<file path="config.mk">
export PLATFORM = sky130hd
export DESIGN_NAME = gct_div
export DESIGN_NICKNAME = d
export VERILOG_FILES = /design/src/rtl/core/gct_pkg.sv /design/src/rtl/core/gct_div.sv
export SDC_FILE = /design/constraint.sdc
export NUM_CORES = 1
export LEC_CHECK = 0
export BUFFER_PORTS_ARGS = -buffer_cell sky130_fd_sc_hd__buf_2
export CAP_MARGIN = 15
export CORE_AREA = 2 2 131 133
export CTS_CLUSTER_SIZE = 8
export DETAILED_ROUTE_END_ITERATION = 12
export DIE_AREA = 0 0 133 135
export GPL_TIMING_DRIVEN = 0
export HOLD_SLACK_MARGIN = 0.15
export PLACE_DENSITY = 0.53
export SLEW_MARGIN = 20
export SYNTH_ARGS = -nofsm -noshare
export SYNTH_HDL_FRONTEND = slang
export SYNTH_SLANG_ARGS = --single-unit
</file>
<file path="constraint.sdc">
create_clock -name clk_i -period 4.8 [get_ports clk_i]
set_input_delay 0.48 -clock clk_i [delete_from_list [all_inputs] [get_ports clk_i]]
set_output_delay 0.48 -clock clk_i [all_outputs]
set_load 0.01 [all_outputs]
</file>
<file path="src/rtl/core/gct_pkg.sv">
// Package for the grid coverage tracker: constants, types and helper functions.
package gct_pkg;

  localparam int unsigned MaxRows   = 64;
  localparam int unsigned MaxCols   = 64;
  localparam int unsigned MaxAgents = 16;
  localparam int unsigned NumMarks  = 7;

  localparam int unsigned RowW   = $clog2(MaxRows);
  localparam int unsigned ColW   = $clog2(MaxCols);
  localparam int unsigned MapW   = RowW + ColW;
  localparam int unsigned AgentW = 4;
  localparam int unsigned CfgIdxW  = 2;
  localparam int unsigned CfgDataW = 16;

  localparam logic [CfgIdxW-1:0] CfgGridRows  = 2'd0;
  localparam logic [CfgIdxW-1:0] CfgGridCols  = 2'd1;
  localparam logic [CfgIdxW-1:0] CfgCellWidth = 2'd2;
  localparam logic [CfgIdxW-1:0] CfgCellHeight = 2'd3;

  localparam logic [1:0] OpUpdate = 2'd0;
  localparam logic [1:0] OpCheck  = 2'd1;
  localparam logic [1:0] OpRead   = 2'd2;

  localparam logic [30:0] MoveMax = 31'h7FFF_FFFF;

  typedef struct packed {
    logic [1:0]  op;
    logic [3:0]  agent;
    logic signed [15:0] pos_x;
    logic signed [15:0] pos_y;
    logic [2:0]  mark_index;
  } in_word_t;

  typedef struct packed {
    logic [12:0] covered_cells;
    logic [30:0] move_count;
    logic [3:0]  new_cells;
    logic [6:0]  marks_reached_now;
    logic        nearly_full;
    logic signed [31:0] mark_moves;
  } out_word_t;

  typedef enum logic [3:0] {
    StIdle, StDiv, StAgent, StSweepRd, StSweepWr, StCheck, StOut
  } state_e;

  // Divider handshake between the top level and the divider.
  typedef struct packed {
    logic start;
    logic busy;
  } div_ctl_t;

  // Milestone percentage by index.
  function automatic logic [6:0] mark_pct(input logic [2:0] i);
    logic [6:0] p;
    unique case (i)
      3'd0: p = 7'd50;
      3'd1: p = 7'd60;
      3'd2: p = 7'd70;
      3'd3: p = 7'd80;
      3'd4: p = 7'd90;
      3'd5: p = 7'd95;
      default: p = 7'd99;
    endcase
    return p;
  endfunction

endpackage

</file>
<file path="src/rtl/core/gct_div.sv">
// Two restoring dividers running in parallel, one quotient bit per cycle.
module gct_div (
  input  logic        clk_i,
  input  logic        rst_ni,
  input  gct_pkg::div_ctl_t ctl_i,
  input  logic [15:0] num_x_i,
  input  logic [15:0] den_x_i,
  input  logic [15:0] num_y_i,
  input  logic [15:0] den_y_i,
  output logic        busy_o,
  output logic [15:0] quo_x_o,
  output logic [15:0] quo_y_o
);

  logic [4:0]  cnt_q, cnt_d;
  logic [15:0] qx_q, qx_d, qy_q, qy_d;
  logic [16:0] rx_q, rx_d, ry_q, ry_d;
  logic [15:0] dx_q, dy_q;
  logic [16:0] tx, ty;

  // Shift in one numerator bit and try a subtract on each lane
  always_comb begin
    cnt_d = cnt_q;
    qx_d = qx_q;
    qy_d = qy_q;
    rx_d = rx_q;
    ry_d = ry_q;
    tx = {rx_q[15:0], qx_q[15]};
    ty = {ry_q[15:0], qy_q[15]};
    if (ctl_i.start) begin
      cnt_d = 5'd16;
      qx_d = num_x_i;
      qy_d = num_y_i;
      rx_d = '0;
      ry_d = '0;
    end else if (cnt_q != 5'd0) begin
      cnt_d = cnt_q - 5'd1;
      if (tx >= {1'b0, dx_q}) begin
        rx_d = tx - {1'b0, dx_q};
        qx_d = {qx_q[14:0], 1'b1};
      end else begin
        rx_d = tx;
        qx_d = {qx_q[14:0], 1'b0};
      end
      if (ty >= {1'b0, dy_q}) begin
        ry_d = ty - {1'b0, dy_q};
        qy_d = {qy_q[14:0], 1'b1};
      end else begin
        ry_d = ty;
        qy_d = {qy_q[14:0], 1'b0};
      end
    end
  end

  always_ff @(posedge clk_i or negedge rst_ni) begin
    if (!rst_ni) begin
      cnt_q <= '0;
    end else begin
      cnt_q <= cnt_d;
    end
  end

  always_ff @(posedge clk_i) begin
    qx_q <= qx_d;
    qy_q <= qy_d;
    rx_q <= rx_d;
    ry_q <= ry_d;
    if (ctl_i.start) begin
      dx_q <= den_x_i;
      dy_q <= den_y_i;
    end
  end

  assign busy_o  = (cnt_q != 5'd0);
  assign quo_x_o = qx_q;
  assign quo_y_o = qy_q;

  a_no_restart: assert property (@(posedge clk_i) disable iff (!rst_ni)
    ctl_i.start |-> !busy_o) else $error("divider restarted while busy");
  a_count_down: assert property (@(posedge clk_i) disable iff (!rst_ni)
    (busy_o && !ctl_i.start) |=> (cnt_q == $past(cnt_q) - 5'd1))
    else $error("divider count skipped");
  a_start_len: assert property (@(posedge clk_i) disable iff (!rst_ni)
    ctl_i.start |=> (cnt_q == 5'd16)) else $error("divider start count wrong");

endmodule

</file>
# ---- Word level (Yosys, flattened, before mapping)
# Index checks and enable logic that the tools add are counted.
dict set report totals {
  regBits 101
  input_bits 68
  output_inout_bits 33
  wordCells 24
}
dict set report classes {
  add_sub_neg 3
  order_cmp 2
  n_mux 10
  n_reduce_logical 2
}
# operator n
set ops {}
lappend ops {{$mux 16} 6}
lappend ops {{$ge 17x16->1} 2}
lappend ops {{$sub 16x16->16} 2}
lappend ops {{$mux 5} 2}
lappend ops {{$reduce_bool 5->1} 1}
lappend ops {{$sub 5x1->5 const B} 1}
lappend ops {{$mux 1} 2}
lappend ops {{$reduce_bool 2->1} 1}

# ---- Logic depth before layout (Yosys ltp)
# Gate-level depths: netlist of run 1.
dict set report depth {
  word_depth 4
  mapped_depth 10
  mapped_depth_nobuf 10
}

# ---- Worst setup path before layout of run 1
# OpenSTA, ideal clock, no wires.
dict set report synth_path {
  path_type {register to register}
  startpoint {reg cnt_q[0]}
  endpoint {reg qx_q[0] (netlist: quo_x_o[0]), enable pin}
  t_arrival_ns 2.068
  t_required_ns 4.399
  slack_ns 2.331
  path_stages_with_launch 8
  n_path_buf 1
  synth_period_minus_slack_ns 2.469
  cell_sequence {dfrtp_1 inv_1 ha_1 nor4b_2 inv_1 clkbuf_1 nor2_1 inv_1}
}
dict set report synth_via {
  elab_chain_len 2
}
# item line_no
set synth_lines {}
lappend synth_lines {{start, declared} gct_div.sv:15} ;# logic [4:0] cnt_q, cnt_d;
lappend synth_lines {{start signal, assigned} gct_div.sv:59} ;# cnt_q <= cnt_d;
lappend synth_lines {{$reduce_bool 5->1} gct_div.sv:36} ;# end else if (cnt_q != 5'd0) begin
lappend synth_lines {{$reduce_bool 2->1 (no line)} -}
lappend synth_lines {{end signal, assigned} gct_div.sv:64} ;# qx_q <= qx_d;
lappend synth_lines {{end, declared} gct_div.sv:16} ;# logic [15:0] qx_q, qx_d, qy_q, qy_d;
# No other way between the ends.
# A chain may end at the register's enable or synchronous reset.

# ---- Worst setup path after layout of run 1
dict set report layout_path {
  startpoint {reg cnt_q[0]}
  endpoint {out busy_o}
}
dict set report layout_via {
  elab_chain_len 1
}
# item line_no
set layout_lines {}
lappend layout_lines {{$reduce_bool 5->1} gct_div.sv:74} ;# assign busy_o = (cnt_q != 5'd0);
lappend layout_lines {{end, declared} gct_div.sv:10} ;# output logic busy_o,
# No other way between the ends.

==> impl_metrics.ini, run 1 <==
[run_status]
status = finished clean

[floorplanning]
rows = 47
die_h_um = 135
die-area_um2 = 18000
start_util_pct = 36.7
ioPinCount = 101
die_w_um = 133
core_um2 = 16400

[timing]
final_max_slew_viol_count = 0
period_share_pct = 74.1
worst_slew_pin_slew_ns = 0.954
tns_ns = 0
slew-limit-headroom_pct = 36.2
finalClockSkew_ns = 0.00659
period_needed_ns = 3.56
hold_viol = 0
hold_slack_ns = 0.299
setup_viol = 0
fmax_ghz = 0.281
rsz0062_at_grt = false

[worst_setup_path]
crit_chain = inv_1, ha_1, nor4b_2, inv_1, clkbuf_1, clkbuf_1, buf_2
critPathTopFamily = buffers and inverters
slowest_stage = nor4b_2
path_class = register to output pin
crit_buf_inv = 5
cp.depth = 7
r2r_cells = 7
cp-start-kind = register
cp.required_ns = 4.32
cp_data_arrival_time_ns = 3.08
crit_path_end_kind = output pin
slowest_delay_ns = 0.77
crit_fanout = 10

[global_routing]
antenna_found_initial = 0
grt_usage_pct = 17.2
grt_pass1_vias = 4706
grt_max_degree = 34
grt_first_pass_wirelength_um = 24600
grt_overflow_total = 0

[job]
drv_cap = 0

[pwr]
p_per_area_nw_per_um2 = 481
seqPwrFrac_pct = 36.7
leakage_nw = 3.10
switching_power_mw = 1.27
p_clk_share_pct = 23.5
max-vdd-ir-drop_uv = 202
p_int_mw = 2.16
comb_power_share_pct = 39.8
swShare_pct = 37.1

[layout]
multi_input_area_um2 = 3030
num_antenna_cells = 0
layout_common_cells = 108 x buf_2, 64 x edfxtp_1, 40 x inv_1, 39 x o21ai_0, 37 x nor2_1
layout_commonest_cell = buf_2
regArea_um2 = 2690
finalNetCount = 805
final_layout_size_suffix_gt1_share_pct = 25.5
nFillCells = 1585
areaGrowthSynthToFinish_pct = 18.3

[synthesis]
yosysSeqAreaShare_pct = 44.7
synth_warnings = 0
syn_avg_cell_area_um2 = 10.2
async_reset_ff_share_pct = 4.95
synth_flop_cell = edfxtp_1
syn-num-nets = 694
synth-edff-count = 64
synth-seq-cells = 101
netlist_area_um2 = 6020
syn_inst = 590
ys_types = 69

[route]
vias = 4920
ant_nets = 0
drcViolationCount = 0
vias_per_cell = 5.31
routed_wirelength_um = 15200
avgRoutedWirePerCell_um = 16.5
first_pass_iters = 5
drt_iter0_markers = 282

[clocking]
clk_path_buf_depth = 2
cts.sinks = 101
post_cts_buffers = 0
insertion_delay_ns = 0.35
cts.reportedPaths.clkPinSlew_ns = 0.07
cts-root-buf = clkbuf_16
h-tree-depth = 3
cts_buffers = 9
cts_tree = done
cts.repair.resized = 0

[place]
io_buffers = 99
hpwl_um = 11300
gp_congestion = 0.859

[hold_path]
worstHoldPathType = input port to register
hold_path_depth = 1
==> per-layer routing <==
layer / track usage, % / up-vias / wire length, um
met5: 0 / - / 0
met3: 3.08 / 12 / 810
met2: 27.0 / 156 / 6720
li1: - / 2448 / -
met1: 24.7 / 2304 / 7570
met4: 4.24 / 0 / 142
==> logic make-up after synthesis <==
kind of cell,count (synthesis),share of synthesized area [%]
mux,39,7.15
flops,101,44.7
buf+inv,72,4.93
compound gates,176,20.0
xor+xnor,17,2.47
fa+ha+maj,36,7.74
simple gates,149,13.0
==> worst register-to-register path, stage by stage, from the launching register on <==
cell and delay (ns):
dfrtp_1 0.38, inv_1 0.12, ha_1 0.18, nor4b_2 0.77, inv_1 0.26, clkbuf_1 0.32
nor2_1 0.57, inv_2 0.46
==> registers in the layout (all words and copies together), names as in the netlist <==
name / flops
rx_q: 16
dx_q: 16
quo_y_o: 16
cnt_q: 5
ry_q: 16
dy_q: 16
quo_x_o: 16
==> power by group through the flow <==
| stage | Clock [mW] | Sequential (mW) | Combinational (mW) |
|---|---|---|---|
| finish | 0.805 | 1.26 | 1.36 |
| global route | 0.866 | 1.28 | 1.53 |
| CTS | 0.829 | 1.26 | 1.36 |
| detailed placement | 0 | 1.28 | 1.35 |
| global placement | 0 | 1.27 | 1.33 |
| floorplan | 0 | 1.28 | 0.964 |
==> per-stage QoR <==
| step | instances | util (%) | worst slack, ns | instance area, um2 | power [mW] |
|---|---|---|---|---|---|
| 6_report | 926 | 43.4 | 1.24 | 7120 | 3.42 |
| 5_1_grt | 926 | 43.4 | 1.07 | 7120 | 3.67 |
| 4_1_cts | 926 | 43.4 | 1.28 | 7120 | 3.45 |
| 3_5_place_dp | 909 | 41.4 | 1.49 | 6790 | 2.63 |
| 3_3_place_gp | 909 | 41.4 | 1.15 | 6790 | 2.61 |
| 2_1_floorplan | 590 | - | 2.33 | 6020 | 2.24 |
==> final cells by class <==
class                      count  share of cell area [%]
multi-input combinational    417                    42.6
sequential                   101                    37.8
timing repair buffer         100                    7.10
tap                          220                    3.87
clock buffer                   9                    3.16
inverter                      41                    2.16
buffer                        31                    2.00
clock inverter                 7                    1.37
==> cells in the mapped netlist (3+ instances only) <==
library cell	instances	area [um2]
buf_2	9	45.0
o21bai_1	5	37.5
o31ai_1	6	45.0
a211o_1	3	26.3
or3_1	5	31.3
a311oi_1	3	26.3
a31o_2	7	61.3
o21ai_0	39	195
o2111ai_1	3	26.3
a211oi_2	3	37.5
mux2_2	31	349
a21o_1	10	75.1
xor2_1	7	61.3
inv_1	41	154
and4b_1	3	30.0
and3_1	11	68.8
nand4_1	4	25.0
ha_1	34	425
nor2b_1	7	43.8
buf_1	5	18.8
xnor2_1	10	87.6
clkbuf_1	14	52.6
nand2_1	27	101
and2_1	3	18.8
o21a_1	8	60.1
a31oi_1	17	106
mux2i_1	7	70.1
o311ai_0	3	26.3
nand3_1	25	125
edfxtp_1	64	1920
nor2_1	37	139
a21oi_1	35	175
dfxtp_1	32	641
a22oi_1	3	22.5
a211oi_1	9	67.6
nor3_1	12	60.1
o211ai_1	4	30.0
dfrtp_1	5	125
==> repair_timing <==
item,CTS,global route
setup endpoints to repair,0,0
hold buffers,1,0
endpoints found under the hold margin,5,0
==> worst paths after layout <==
check	start	endpoint	slack (ns)
max	cnt_q[0]$_DFFE_PN0P_	busy_o	1.24
min	den_y_i[3]	dy_q[3]$_DFFE_PP_	0.30
max reg2reg	cnt_q[0]$_DFFE_PN0P_	quo_y_o[7]$_DFFE_PP_	1.38
min reg2reg	rx_q[8]$_SDFFE_PP0P_	rx_q[8]$_SDFFE_PP0P_	0.51
max in group asynchronous	rst_ni	cnt_q[0]$_DFFE_PN0P_	4.16
min in group asynchronous	rst_ni	cnt_q[4]$_DFFE_PN0P_	0.50
Note: power is estimated with default switching activity, not from simulation.
==> run 2, diff against run 1 <==
Clock period 4.8 ns to 3.5 ns, I/O delays scaled along.
==> run 2 against run 1 <==
  * Sequential power rose by 37%
  * Critical path depth did not move
  * Combinational power rose by 38%
  * Highest routed layer unchanged
  * Core utilization rose by 0.053 points
  * Critical endpoint unchanged
  * Wire length barely moved
  * Non-clock buffer count did not move
  * Critical path type unchanged
  * Register-to-register slack got worse by 0.96 ns
  * Power rose by 37%
  * Count of clock-buffer cells in the layout did not move
  * Largest power group unchanged
  * Final cell count did not move
  * Clock power rose by 37%
  * Sequential cell count did not move
==> impl_metrics.ini, run 2 (synthesis gave the netlist of run 1 again) <==
[run_status]
status = finished clean

[layout]
final_core_util_pct = 43.4
finalNetCount = 805
num_antenna_cells = 0
areaGrowthSynthToFinish_pct = 18.5
layout_commonest_cell = buf_2
stdcell_area_um2 = 7130
layout_common_cells = 108 x buf_2, 64 x edfxtp_1, 40 x inv_1, 39 x o21ai_0, 37 x nor2_1
stdcell_count = 926
final_layout_size_suffix_gt1_share_pct = 25.5

[floorplanning]
die_h_um = 135
core_um2 = 16400
ioPinCount = 101
start_util_pct = 36.7
die-area_um2 = 18000
die_w_um = 133
rows = 47

[hold_path]
worstHoldPathType = input port to register

[worst_setup_path]
crit_path_end_kind = output pin
cp-start-kind = register
ff2ff_setup_slack_ns = 0.42
r2r_cells = 7
path_class = register to output pin
cp_data_arrival_time_ns = 2.79
startpoint = cnt_q[0]$_DFFE_PN0P_
r2r-end = quo_y_o[7]$_DFFE_PP_
reg2reg_from = cnt_q[0]$_DFFE_PN0P_
crit_fanout = 10
cp-endpoint = busy_o
cp.required_ns = 3.15

[job]
drv_cap = 0

[place]
dpl_cell_area_um2 = 6790
gp_congestion = 0.859
place_ws_ns = 0.192
io_buffers = 99
placed_cells = 909
hpwl_um = 11300

[clocking]
cts.reportedPaths.clkPinSlew_ns = 0.07
post_cts_buffers = 0
h-tree-depth = 3
cts-root-buf = clkbuf_16
cts_buffers = 9
cts_tree = done
clk_path_buf_depth = 2
cts.sinks = 101
insertion_delay_ns = 0.35

[route]
vias_per_cell = 5.29
drt_iter0_markers = 272
vias = 4894
routed_wirelength_um = 15200
avgRoutedWirePerCell_um = 16.5
ant_nets = 0
drcViolationCount = 0
first_pass_iters = 5

[pwr]
max-vdd-ir-drop_uv = 278
power_mw = 4.71
p_per_area_nw_per_um2 = 661
leakage_nw = 3.10

[global_routing]
grt_pass1_vias = 4706
antenna_found_initial = 0
grt_max_degree = 34
grt_first_pass_wirelength_um = 24600
grt_overflow_total = 0
grt_usage_pct = 17.2

[timing]
final_max_slew_viol_count = 0
setup_viol = 0
slew-limit-headroom_pct = 46.0
fin_ws_ns = 0.362
finalClockSkew_ns = 0.00589
period_share_pct = 89.6
hold_viol = 0
rsz0062_at_grt = false
period_needed_ns = 3.14
worst_slew_pin_slew_ns = 0.811
fmax_ghz = 0.319
run 2: worst max-delay path: stages (launching register included):
cell and delay, ns:
dfrtp_1 0.38, inv_1 0.12, ha_1 0.19, nor4b_4 0.53, inv_1 0.23, clkbuf_1 0.30, clkbuf_1 0.42, buf_2 0.27
run 2: repair_timing:
item,4_1_cts,5_1_grt
hold endpoints to repair,5,0
endpoints found under the setup margin,0,33
resized for setup,0,1
hold buffers,1,0
run 2: power by group:
group	total (mW)	switching (mW)	internal, mW
combinational	1.88	1.10	0.780
sequential	1.73	0.177	1.55
clock	1.10	0.474	0.630
total	4.71	1.75	2.96
run 2: metrics by stage:
| stage | hold slack [ns] | setup TNS [ns] |
|---|---|---|
| after floorplan | 0.0544 | 0 |
| after global placement | 0.170 | -4.62 |
| after detailed placement | 0.170 | 0 |
| after CTS | 0.154 | 0 |
| after global routing | 0.151 | 0 |
| final | 0.169 | 0 |
run 2: area by class of cell:
type / count / area, um2
fill: 1587 / 9280
clock inverter: 7 / 97.6
multi-input combinational: 417 / 3040
sequential: 101 / 2690
clock buffer: 9 / 225
inverter: 41 / 154
tap: 220 / 275
timing repair buffer: 100 / 505
buffer: 31 / 143
run 2: how the worst min path moves through the flow:
stage	from	end	slack, ns	cells after the start
6_report	den_y_i[3]	dy_q[3]$_DFFE_PP_	0.17	1
5_1_grt	den_y_i[4]	dy_q[4]$_DFFE_PP_	0.15	1
4_1_cts	den_y_i[3]	dy_q[3]$_DFFE_PP_	0.15	1
3_5_place_dp	rst_ni	cnt_q[4]$_DFFE_PN0P_	0.17	1
3_3_place_gp	rst_ni	cnt_q[4]$_DFFE_PN0P_	0.17	1
2_1_floorplan	rst_ni	cnt_q[0]$_DFFE_PN0P_	0.05	0
run 2: layer usage:
layer,share of wire (%),track usage [%]
met5,0,0
met1,50,24.7
met4,1.0,4.24
met2,44,27.0
met3,5.4,3.08
==> run 3, diff against run 2 <==
Settings changed: RECOVER_POWER from default to 50.
==> run 3 against run 2 <==
  * Die area is the same
  * Setup slack better by 0.0066 ns
  * Cell area decreased by 0.58%
  * Fmax is 0.21% higher
  * Sequential share of layout area is 0.22 points higher
  * Highest routed layer unchanged
  * Clock power hardly changed
  * Power is 0.46% lower
  * Register-to-register slack worse by 0.02 ns
  * Worst hold slack hardly changed
  * Wire length is 0.26% higher
==> impl_metrics.ini, run 3 (synthesis gave the netlist of run 1 again) <==
[run_status]
status = finished clean

[route]
vias_per_cell = 5.31
drcViolationCount = 0
vias = 4919
first_pass_iters = 5
avgRoutedWirePerCell_um = 16.5
drt_iter0_markers = 290
ant_nets = 0
routed_wirelength_um = 15300

[hold_path]
worstHoldPathType = input port to register
hold_end = dy_q[3]$_DFFE_PP_
min_from = den_y_i[3]
hold_path_depth = 1

[layout]
num_antenna_cells = 0
stdcell_area_um2 = 7090
finalNetCount = 805
multi_input_area_um2 = 3040
final_core_util_pct = 43.2
final_layout_size_suffix_gt1_share_pct = 20.8
nFillCells = 1609
layout_common_cells = 75 x buf_2, 64 x edfxtp_1, 47 x clkbuf_1, 40 x inv_1, 39 x o21ai_0
areaGrowthSynthToFinish_pct = 17.8
layout_commonest_cell = buf_2
regArea_um2 = 2690

[timing]
setup_viol = 0
worst_slew_pin_slew_ns = 0.810
period_share_pct = 89.5
finalClockSkew_ns = 0.00634
final_max_slew_viol_count = 0
fmax_ghz = 0.319
slew-limit-headroom_pct = 46.0
hold_slack_ns = 0.169
fin_ws_ns = 0.369
period_needed_ns = 3.13
hold_viol = 0
rsz0062_at_grt = false

[clocking]
cts_tree = done
insertion_delay_ns = 0.35
h-tree-depth = 3
cts.sinks = 101
clk_path_buf_depth = 2
cts_buffers = 9
cts.reportedPaths.clkPinSlew_ns = 0.07
post_cts_buffers = 0
cts-root-buf = clkbuf_16

[worst_setup_path]
ff2ff_setup_slack_ns = 0.40
cp-start-kind = register
cp_data_arrival_time_ns = 2.78
path_class = register to output pin
r2r-end = quo_y_o[7]$_DFFE_PP_
r2r_cells = 7
crit_fanout = 10
reg2reg_from = cnt_q[0]$_DFFE_PN0P_
crit_path_end_kind = output pin
cp.required_ns = 3.15

[floorplanning]
ioPinCount = 101
core_um2 = 16400
rows = 47
die_w_um = 133
die_h_um = 135
start_util_pct = 36.7
die-area_um2 = 18000

[place]
gp_congestion = 0.859
dpl_cell_area_um2 = 6790
place_ws_ns = 0.192
io_buffers = 99
hpwl_um = 11300

[global_routing]
grt_usage_pct = 17.2
grt_first_pass_wirelength_um = 24600
grt_overflow_total = 0
grt_pass1_vias = 4706
antenna_found_initial = 0
grt_max_degree = 34

[pwr]
p_per_area_nw_per_um2 = 661
max-vdd-ir-drop_uv = 278
power_mw = 4.69
leakage_nw = 3.01

[job]
drv_cap = 0
## run 3: cell count changes in the layout (fill, tap and decap cells not counted)
cell	before	now
clkbuf_1	14	47
buf_2	108	75
## run 3: worst max path at each step
| stage | endpoint | slack (ns) | startpoint |
|---|---|---|---|
| final | busy_o | 0.37 | cnt_q[0]$_DFFE_PN0P_ |
| after global routing | quo_y_o[13]$_DFFE_PP_ | 0.19 | cnt_q[0]$_DFFE_PN0P_ |
| after CTS | busy_o | 0.11 | cnt_q[0]$_DFFE_PN0P_ |
| after detailed placement | quo_y_o[9]$_DFFE_PP_ | 0.19 | cnt_q[0]$_DFFE_PN0P_ |
| after global placement | quo_y_o[10]$_DFFE_PP_ | -0.15 | cnt_q[0]$_DFFE_PN0P_ |
| after floorplan | quo_x_o[0]$_DFFE_PP_ | 1.03 | cnt_q[0]$_DFFE_PN0P_ |
## run 3: through the flow
stage / instances / TNS [ns]
6_report: 926 / 0
3_5_place_dp: 909 / 0
3_3_place_gp: 909 / -4.62
5_1_grt: 926 / 0
4_1_cts: 926 / 0
2_1_floorplan: 590 / 0
## run 3: power by group
group / internal, mW / leakage [nW] / switching [mW]
Sequential: 1.55 / 0.977 / 0.180
Clock: 0.630 / 0.152 / 0.474
Combinational: 0.755 / 1.88 / 1.10
## run 3: critical path: stages, from the launching register on
cell	delay, ns
dfrtp_1	0.38
inv_1	0.12
ha_1	0.19
nor4b_4	0.53
inv_1	0.22
clkbuf_1	0.30
clkbuf_1	0.42
buf_2	0.27
## run 3: what timing repair did
| item | CTS | global route |
|---|---|---|
| resized for setup | 0 | 1 |
| hold buffers | 1 | 0 |
| setup endpoints to repair | 0 | 33 |
| hold endpoints to repair | 5 | 0 |
## run 3: per-layer routing
metal / up-vias / track usage, % / share of wire, %
met5: - / 0 / 0
met4: 0 / 4.24 / 1.0
met3: 12 / 3.08 / 5.7
met2: 162 / 27.0 / 44
met1: 2300 / 24.7 / 49
li1: 2445 / - / -
## run 3: area by class of cell
class	instances	share of cell area (%)
clock buffers	9	3.18
repair buffers	100	6.55
flip-flops and latches	101	37.9
multi-input cells	417	42.9
clock inverters	7	1.38
well taps	220	3.88
plain buffers	31	2.01
inverters	41	2.17
